$ cat src/hw/rtl/itoa_pkg.sv
// Shared types and constants for the integer to decimal text converter.
package itoa_pkg;

    localparam int unsigned C_VALUE_BITS = 32;
    localparam int unsigned C_NUM_DIGITS = 10;
    localparam int unsigned C_CHAR_BITS  = 6;

    localparam logic [C_CHAR_BITS-1:0] C_ASCII_ZERO  = 6'd48;
    localparam logic [C_CHAR_BITS-1:0] C_ASCII_MINUS = 6'd45;

    typedef logic [3:0] t_digit;

    typedef struct packed {
        logic clear;
        logic convert;
        logic unload;
    } t_cell_ctrl;

    typedef enum logic [1:0] {
        ST_IDLE,
        ST_CONV,
        ST_SKIP,
        ST_EMIT
    } t_state;

endpackage

$ cat src/hw/rtl/itoa_cell.sv
// One decimal digit cell of the shift-and-add-3 chain.
module itoa_cell (
    input  logic                  i_clk,
    input  itoa_pkg::t_cell_ctrl  i_ctrl,
    input  logic                  i_bit,
    input  itoa_pkg::t_digit      i_digit,
    output logic                  o_bit,
    output itoa_pkg::t_digit      o_digit
);

    itoa_pkg::t_digit r_digit;
    itoa_pkg::t_digit n_digit;
    itoa_pkg::t_digit w_adj;

    always_comb begin
        w_adj = (r_digit >= 4'd5) ? (r_digit + 4'd3) : r_digit;
    end

    always_comb begin
        n_digit = r_digit;
        if (i_ctrl.clear) begin
            n_digit = '0;
        end else if (i_ctrl.convert) begin
            n_digit = {w_adj[2:0], i_bit};
        end else if (i_ctrl.unload) begin
            n_digit = i_digit;
        end
    end

    always_ff @(posedge i_clk) begin
        r_digit <= n_digit;
    end

    assign o_bit   = w_adj[3];
    assign o_digit = r_digit;

endmodule

$ cat src/hw/rtl/itoa_ctrl.sv
// Sequencer: magnitude shift register, bit and digit counters, result beats.
module itoa_ctrl (
    input  logic                                    i_clk,
    input  logic                                    i_rst_n,
    input  logic                                    i_start,
    input  logic [itoa_pkg::C_VALUE_BITS-1:0]       i_value,
    input  itoa_pkg::t_digit                        i_top_digit,
    output logic                                    o_busy,
    output logic                                    o_serial_bit,
    output itoa_pkg::t_cell_ctrl                    o_cell_ctrl,
    output logic                                    o_strobe,
    output logic [itoa_pkg::C_CHAR_BITS-1:0]        o_character,
    output logic                                    o_last
);

    itoa_pkg::t_state                       r_state;
    itoa_pkg::t_state                       n_state;
    logic [itoa_pkg::C_VALUE_BITS-1:0]      r_mag;
    logic [itoa_pkg::C_VALUE_BITS-1:0]      n_mag;
    logic                                   r_neg;
    logic                                   n_neg;
    logic [4:0]                             r_cnt;
    logic [4:0]                             n_cnt;
    logic [3:0]                             r_left;
    logic [3:0]                             n_left;
    logic                                   w_accept;
    logic                                   w_skip;

    assign w_accept = i_start && (r_state == itoa_pkg::ST_IDLE);
    assign w_skip   = (i_top_digit == 4'd0) && (r_left > 4'd1);

    // next state
    always_comb begin
        n_state = r_state;
        unique case (r_state)
            itoa_pkg::ST_IDLE: begin
                if (i_start) n_state = itoa_pkg::ST_CONV;
            end
            itoa_pkg::ST_CONV: begin
                if (r_cnt == 5'd31) n_state = itoa_pkg::ST_SKIP;
            end
            itoa_pkg::ST_SKIP: begin
                if (!w_skip) n_state = itoa_pkg::ST_EMIT;
            end
            itoa_pkg::ST_EMIT: begin
                if (r_left == 4'd1) n_state = itoa_pkg::ST_IDLE;
            end
            default: n_state = itoa_pkg::ST_IDLE;
        endcase
    end

    // datapath registers next values
    always_comb begin
        n_mag  = r_mag;
        n_neg  = r_neg;
        n_cnt  = r_cnt;
        n_left = r_left;
        if (w_accept) begin
            n_neg = i_value[itoa_pkg::C_VALUE_BITS-1];
            n_mag = i_value[itoa_pkg::C_VALUE_BITS-1] ? ('0 - i_value) : i_value;
            n_cnt = '0;
        end
        if (r_state == itoa_pkg::ST_CONV) begin
            n_mag  = {r_mag[itoa_pkg::C_VALUE_BITS-2:0], 1'b0};
            n_cnt  = r_cnt + 5'd1;
            n_left = 4'(itoa_pkg::C_NUM_DIGITS);
        end
        if ((r_state == itoa_pkg::ST_SKIP && w_skip) || r_state == itoa_pkg::ST_EMIT) begin
            n_left = r_left - 4'd1;
        end
    end

    // outputs
    always_comb begin
        o_busy               = (r_state != itoa_pkg::ST_IDLE);
        o_serial_bit         = r_mag[itoa_pkg::C_VALUE_BITS-1];
        o_cell_ctrl.clear    = w_accept;
        o_cell_ctrl.convert  = 1'b0;
        o_cell_ctrl.unload   = 1'b0;
        o_strobe             = 1'b0;
        o_character          = itoa_pkg::C_ASCII_ZERO + {2'b00, i_top_digit};
        o_last               = 1'b0;
        unique case (r_state)
            itoa_pkg::ST_IDLE: begin
            end
            itoa_pkg::ST_CONV: begin
                o_cell_ctrl.convert = 1'b1;
                if (r_cnt == 5'd0 && r_neg) begin
                    o_strobe    = 1'b1;
                    o_character = itoa_pkg::C_ASCII_MINUS;
                end
            end
            itoa_pkg::ST_SKIP: begin
                o_cell_ctrl.unload = w_skip;
            end
            itoa_pkg::ST_EMIT: begin
                o_cell_ctrl.unload = 1'b1;
                o_strobe           = 1'b1;
                o_last             = (r_left == 4'd1);
            end
            default: begin
            end
        endcase
    end

    always_ff @(posedge i_clk) begin
        if (!i_rst_n) begin
            r_state <= itoa_pkg::ST_IDLE;
            r_cnt   <= '0;
            r_left  <= '0;
        end else begin
            r_state <= n_state;
            r_cnt   <= n_cnt;
            r_left  <= n_left;
        end
    end

    always_ff @(posedge i_clk) begin
        r_mag <= n_mag;
        r_neg <= n_neg;
    end

endmodule

$ cat src/hw/rtl/int_to_decimal_ascii.sv
// Signed 32-bit integer to decimal ASCII text, one character per beat.
// An item is taken when start is high and busy is low. The magnitude is fed
// one bit per cycle into a row of ten BCD digit cells (shift-and-add-3); a
// minus sign, if any, leaves as the first bit is fed in. The digit row
// then shifts toward the top cell: leading zeros are dropped, then one
// digit leaves per cycle, o_last marking the final one. Each character is
// valid for exactly one cycle while o_strobe is high; the receiver cannot
// stall, so it must take every beat as it comes.
module int_to_decimal_ascii (
    input  logic                                i_clk,
    input  logic                                i_rst_n,
    input  logic                                start,
    output logic                                busy,
    input  logic signed [31:0]                  i_value,
    output logic                                o_strobe,
    output logic [5:0]                          o_character,
    output logic                                o_last
);

    itoa_pkg::t_cell_ctrl   w_cell_ctrl;
    logic                   w_serial_bit;
    logic                   w_bit   [itoa_pkg::C_NUM_DIGITS];
    itoa_pkg::t_digit       w_digit [itoa_pkg::C_NUM_DIGITS];

    itoa_ctrl u_ctrl (
        .i_clk        (i_clk),
        .i_rst_n      (i_rst_n),
        .i_start      (start),
        .i_value      (i_value),
        .i_top_digit  (w_digit[itoa_pkg::C_NUM_DIGITS-1]),
        .o_busy       (busy),
        .o_serial_bit (w_serial_bit),
        .o_cell_ctrl  (w_cell_ctrl),
        .o_strobe     (o_strobe),
        .o_character  (o_character),
        .o_last       (o_last)
    );

    for (genvar g = 0; g < itoa_pkg::C_NUM_DIGITS; g++) begin : g_cell
        if (g == 0) begin : g_first
            itoa_cell u_cell (
                .i_clk   (i_clk),
                .i_ctrl  (w_cell_ctrl),
                .i_bit   (w_serial_bit),
                .i_digit (4'd0),
                .o_bit   (w_bit[g]),
                .o_digit (w_digit[g])
            );
        end else begin : g_rest
            itoa_cell u_cell (
                .i_clk   (i_clk),
                .i_ctrl  (w_cell_ctrl),
                .i_bit   (w_bit[g-1]),
                .i_digit (w_digit[g-1]),
                .o_bit   (w_bit[g]),
                .o_digit (w_digit[g])
            );
        end
    end

endmodule
$ cat config.mk
export PLATFORM = sky130hd
export DESIGN_NAME = int_to_decimal_ascii
export DESIGN_NICKNAME = d
export VERILOG_FILES = /design/src/hw/rtl/itoa_pkg.sv /design/src/hw/rtl/itoa_cell.sv /design/src/hw/rtl/itoa_ctrl.sv /design/src/hw/rtl/int_to_decimal_ascii.sv
export SDC_FILE = /design/constraint.sdc
export NUM_CORES = 1
export LEC_CHECK = 0
export BUFFER_PORTS_ARGS = -buffer_cell sky130_fd_sc_hd__clkbuf_2
export CAP_MARGIN = 5
export CORE_ASPECT_RATIO = 0.5
export CORE_UTILIZATION = 45
export CTS_BUF_LIST = sky130_fd_sc_hd__clkbuf_4
export CTS_CLUSTER_SIZE = 12
export DETAILED_ROUTE_END_ITERATION = 12
export GPL_ROUTABILITY_DRIVEN = 0
export PLACE_DENSITY = 0.66
export SETUP_SLACK_MARGIN = 0.15
export SLEW_MARGIN = 0
export SYNTH_ARGS = -nofsm -noshare
export SYNTH_HDL_FRONTEND = slang
export SYNTH_SLANG_ARGS = --single-unit
$ cat constraint.sdc
create_clock -name i_clk -period 3.1 [get_ports i_clk]
set_input_delay 0.155 -clock i_clk [delete_from_list [all_inputs] [get_ports i_clk]]
set_output_delay 0.155 -clock i_clk [all_outputs]
set_load 0.01 [all_outputs]
# Yosys cells after proc, flatten, opt, wreduce, memory -nomap -nowiden
# Cells that the tools add are included.
dict set report totals {
  mem_count 0
  inputBits 35
  latchBits 0
  rom_bits 0
  ramBits 0
  ff_bits 84
}
dict set report classes {
  bitwise 0
  n_addsub 14
  n_shift 0
  mul 0
  eq_ne 9
  mux 49
  reduce_logical 13
  magnitude_cmp 11
  div 0
}
# op n
set op_table {}
lappend op_table {{4-bit 2-to-1 mux} 31}
lappend op_table {{32-bit 2-to-1 mux} 3}
lappend op_table {{4-bit by 3-bit >= comparator with 1-bit output, second input constant} 10}
lappend op_table {{4-bit by 2-bit adder with 4-bit output, second input constant} 9}
lappend op_table {{1-bit by 32-bit subtractor with 32-bit output, first input constant} 1}
lappend op_table {{6-bit 2-to-1 mux} 2}
lappend op_table {{5-bit 2-to-1 mux} 2}
lappend op_table {{2-bit 2-to-1 mux} 4}
lappend op_table {{2-bit case mux with 4 select lines} 1}
lappend op_table {{2-bit nonzero test} 4}
lappend op_table {{5-bit by 5-bit adder with 6-bit output, first input constant} 1}
lappend op_table {{5-bit by 1-bit adder with 5-bit output, second input constant} 1}
lappend op_table {{5-bit == test, second input constant} 1}
lappend op_table {{5-bit logical NOT} 1}
lappend op_table {{2-bit == test, second input constant} 2}
lappend op_table {{4-bit by 1-bit == test with 1-bit output, second input constant} 1}
lappend op_table {{4-bit by 1-bit > comparator with 1-bit output, second input constant} 1}
lappend op_table {{1-bit logical AND} 4}
lappend op_table {{4-bit logical NOT} 1}
lappend op_table {{2-bit by 1-bit != test with 1-bit output, second input constant} 2}
lappend op_table {{2-bit != test, second input constant} 2}
lappend op_table {{1-bit case mux with 2 select lines} 2}
lappend op_table {{4-bit AND reduction} 1}
lappend op_table {{4-bit by 1-bit subtractor with 4-bit output, second input constant} 1}
lappend op_table {{other kinds (6)} 8}

# Logic depth before layout (Yosys ltp)
dict set report depth {
  depth_word 5
  depth_mapped 9
  ltp_nobuf 8
}

# Modules after synthesis
# From an unflattened synthesis, not the netlist that was laid out.
dict set report hier_totals {
  cells_unflattened 657
  hier_area_um2 5630.4
}
# module instances area_each_um2 cells_each
set modules_own_cells {}
lappend modules_own_cells {itoa_ctrl 1 2824.0 306}
lappend modules_own_cells {itoa_cell 10 280.3 35}
lappend modules_own_cells {int_to_decimal_ascii 1 3.8 1}

# Worst setup path before layout
# Ideal clock, no wire load.
dict set report synth_path {
  path_kind {register -> register}
  start {reg u_ctrl.r_state[1]}
  end {reg u_ctrl.r_cnt[3]}
  arrival_time_ps 2096
  t_required_ps 3004
  setup_slack_ps 907
  stages_incl_launch_ff 7
  setup_time_ps 96
  period_less_slack_ps 2193
  cell_sequence {dfxtp_1 -> inv_1 -> ha_1 -> inv_1 -> clkbuf_1 -> nand2_1 -> a311oi_1}
}
dict set report synth_via {
  elab_chain_cells 3
  word_cells_on_any_way 5
  classes_between {1 x eq/ne; 1 x mux; 3 x reduce/logical}
}
# element line_no
set synth_lines {}
lappend synth_lines {{start: declaration} itoa_ctrl.sv:16} ;# itoa_pkg::t_state r_state;
lappend synth_lines {{start signal: assignment} itoa_ctrl.sv:108} ;# r_state <= itoa_pkg::ST_IDLE;
lappend synth_lines {{start signal: assignment} itoa_ctrl.sv:112} ;# r_state <= n_state;
lappend synth_lines {{2-bit logical NOT} itoa_ctrl.sv:29} ;# assign w_accept = i_start && (r_state == itoa_pkg::ST_IDLE);
lappend synth_lines {{1-bit logical AND} itoa_ctrl.sv:29}
lappend synth_lines {{2-bit nonzero test (no line)} -}
lappend synth_lines {{end signal: assignment} itoa_ctrl.sv:113} ;# r_cnt <= n_cnt;
lappend synth_lines {{end: declaration} itoa_ctrl.sv:22} ;# logic [4:0] r_cnt;
# Parallel ways exist; a longest one is shown, timed or not.
# A chain may end at the register's enable or synchronous reset.

# Worst setup path in the final report
dict set report layout_path {
  start {reg u_ctrl.r_state[1]}
  end {out o_strobe}
}
dict set report layout_via {
  elab_chain_cells 2
  word_cells_on_any_way 3
  classes_between {2 x eq/ne; 1 x mux}
}
# element line_no
set layout_lines {}
lappend layout_lines {{2-bit == test / 2-bit by 1-bit == test with 1-bit output (equally long branches)} itoa_ctrl.sv:83} ;# unique case (r_state)
lappend layout_lines {{1-bit case mux with 2 select lines (*)} itoa_ctrl.sv:83}
lappend layout_lines {{end: declaration} int_to_decimal_ascii.sv:15} ;# output logic o_strobe,
# Mark *: on every way between the ends. The rest lies on a longest branch, timed or not.

==> impl_metrics.toml <==
[run_status]
status = "finished, final reports clean"

[critical_path]
critPathKind = "flop to output pin"
crit_path_start_kind = "flop"
required_ps = 2940
critPathArrivalTime_ps = 2500
endpoint_kind = "output pin"
cp_max_fo = 21

[floorplanning]
die_w_um = 159
ios = 44
fp-row-count = 28
die_area_um2 = 12800
initial_core_util_pct = 46.5
die_h_um = 80.5
core_um2 = 11900

[route]
ant_nets = 0
drtIter0Drc = 227
vias = 4649
wl_per_cell_um = 13.7
wl_um = 11700
dr.pass1.iters = 5
drc_errors = 0
viasPerCell = 5.42

[grt]
grt_pass1_wl_um = 19700
grt_antenna_before_repair = 1
grt_max_degree = 53
grt_overflow = 0
grt_pass1_vias = 4202
gr-usage-all-layers_pct = 18.8

[layout]
final_layout_size_suffix_gt1_share_pct = 11.3
area_delta_synth_final_pct = 9.43
final_core_util_pct = 50.9
nets = 752
finish.instance_area_um2 = 6070

[clock_tree]
clkLatencyLatePin_ps = 450
cts_buffers = 9
ctsResizeCount = 0
post_cts_buffers = 0
root_buffer = "clkbuf_4"
cts_tree = "yes"
h-tree-depth = 3
clk_path_buf_depth = 2
clk_pin_slew_worst_paths_ps = 160
cts_sinks = 84

[sta]
finalSetupTns_ps = 0
tightest_slew_ps = 696
period_minus_slack_ps = 2650
max_freq_mhz = 377
finalHoldViolations = 0
slew_headroom_pct = 53.6
fin_hold_ws_ps = 98.0
finalCritPeriodShare_pct = 85.5
fin_skew_ps = 24.6
slew_viol_final = 0
rsz0062_at_grt = "false"
setup_viol = 0

[synth]
synth_top_family_by_area = "compound AO/OA/AOI/OAI gates"
synth-warning-count = 0
synth_top_area_cell = "dfxtp_1"
yosysTopAreaCellShare_pct = 18.8
synthXorXnorAreaFrac_pct = 6.16
async_reset_ff_share_pct = 0
synth_fa_ha_area_share_pct = 7.00
ys_seq_area_share_pct = 36.1
synth-compound-area-share_pct = 23.5
muxShareOfSynthArea_pct = 3.66
synth_area_per_cell_um2 = 8.39
synth-seq-cells = 84
synth_cells = 661
synth_cell_types = 56
synth_edf_count = 32
ys_top_cells_by_area = "dfxtp_1 19%, edfxtp_1 17%, ha_1 7.0%"
synth-simple-area-share_pct = 17.5
dominantRegCellSynth = "dfxtp_1"
syn_area_um2 = 5540
postSynthNetCount = 727

[min_path]
hp-class = "input port to flop"

[place]
place_area_um2 = 5900
hpwl_um = 8040
io_buffers = 42

[job]
cap_violations = 0

[power_and_ir_drop]
p_per_area_nw_per_um2 = 919
ir_worst_vdd_mv = 0.456
p_leak_nw = 2.31
==> report_power, final <==
part | switching [mW] | internal (mW)
Sequential | 0.377 | 1.71
Combinational | 1.70 | 1.11
Clock | 0.417 | 0.260
==> cell type report <==
cell class | instances | area (um^2)
Inverter | 39 | 146
Clock buffer | 9 | 67.6
Sequential cell | 84 | 2000
Antenna cell | 1 | 2.50
Fill cell | 1158 | 5840
Timing Repair Buffer | 54 | 318
Tap cell | 165 | 206
Multi-Input combinational cell | 498 | 3240
Clock inverter | 7 | 81.3
==> layer usage <==
layer | part of all wire (%) | wire (um) | global-route usage, % | up-vias
li1 | - | - | - | 2425
met1 | 50 | 5880 | 24.7 | 2125
met2 | 45 | 5290 | 31.9 | 90
met3 | 3.8 | 441 | 3.87 | 9
met4 | 0.81 | 95 | 4.42 | 0
met5 | 0 | 0 | 0 | -
==> flip-flops by register name, summed over array words and instances, names as in the netlist <==
register                       cells
u_ctrl.r_left                      4
u_ctrl.r_cnt                       5
g_cell.g_rest.u_cell.o_digit      36
g_cell.g_first.u_cell.o_digit      4
u_ctrl.r_mag                      32
u_ctrl.r_neg                       1
u_ctrl.r_state                     2
==> path summary, 6_finish.rpt <==
| path | slack, ps | depth (start not counted) | to | start |
|---|---|---|---|---|
| setup / recovery | 450 | 7 | o_strobe | u_ctrl.r_state[1] |
| hold / removal | 100 | 3 | u_ctrl.r_mag[25] | i_value[25] |
| setup reg to reg | 770 | 7 | u_ctrl.r_mag[14] | u_ctrl.r_state[0] |
| hold reg to reg | 470 | 2 | u_ctrl.r_mag[0] | u_ctrl.r_mag[0] |
==> repair_timing <==
| item | 4_1_cts | 5_1_grt |
|---|---|---|
| hold buffers | 2 | 0 |
| endpoints found under the setup margin | 0 | 0 |
| endpoints found under the hold margin | 2 | 0 |
==> worst max-delay path, stage by stage, from the launching register on <==
cell and delay (ps):
dfxtp_1 390, inv_1 210, ha_4 340, inv_1 190, nor4_1 410, nand3_1 250, nand2b_1 130, clkbuf_2 140
==> synth_stat cells, types with 15 or more instances <==
cell / instances
nand2b_1: 15
a31oi_1: 24
ha_1: 31
o21ai_0: 60
inv_1: 37
edfxtp_1: 32
dfxtp_1: 52
nand2_1: 80
a21oi_1: 70
xor2_1: 27
clkbuf_1: 31
nor2_1: 31
o31ai_1: 17
mux2i_1: 18
==> metrics by stage <==
stage               worst slack, ps  cells  total power [mW]
detailed placement              793    838              4.92
CTS                             430    856              5.62
global placement                852    838              4.85
floorplan                       907    661              4.19
finish                          449    857              5.58
global route                    260    857              6.12
==> logic make-up (layout without fill, tap and decap cells) <==
logic type | count (synthesis) | in the layout
AO/OA/AOI/OAI | 217 | 217
AND/OR/NAND/NOR | 190 | 190
flip-flops | 84 | 84
buffers and inverters | 79 | 109
XOR/XNOR | 39 | 39
adder cells (fa/ha/maj) | 31 | 31
multiplexers | 20 | 20
other | 1 | 2
==> placed cells by master, fill, tap and decap left out, types with 9 or more instances in the layout <==
master and count:
ha_1 30, o31ai_1 17, nor3b_1 13, nand2_1 80, buf_4 9, nor3_1 9
nor2_1 31, clkbuf_4 9, a31oi_1 24, nand2b_1 15, edfxtp_1 32, o21ai_0 60
xor2_1 27, clkbuf_2 42, o21ai_1 9, mux2i_1 18, xnor2_1 12, nand3_1 11
dfxtp_1 52, inv_1 37, a21oi_1 70
No activity file was read; power rests on OpenSTA's default activity.
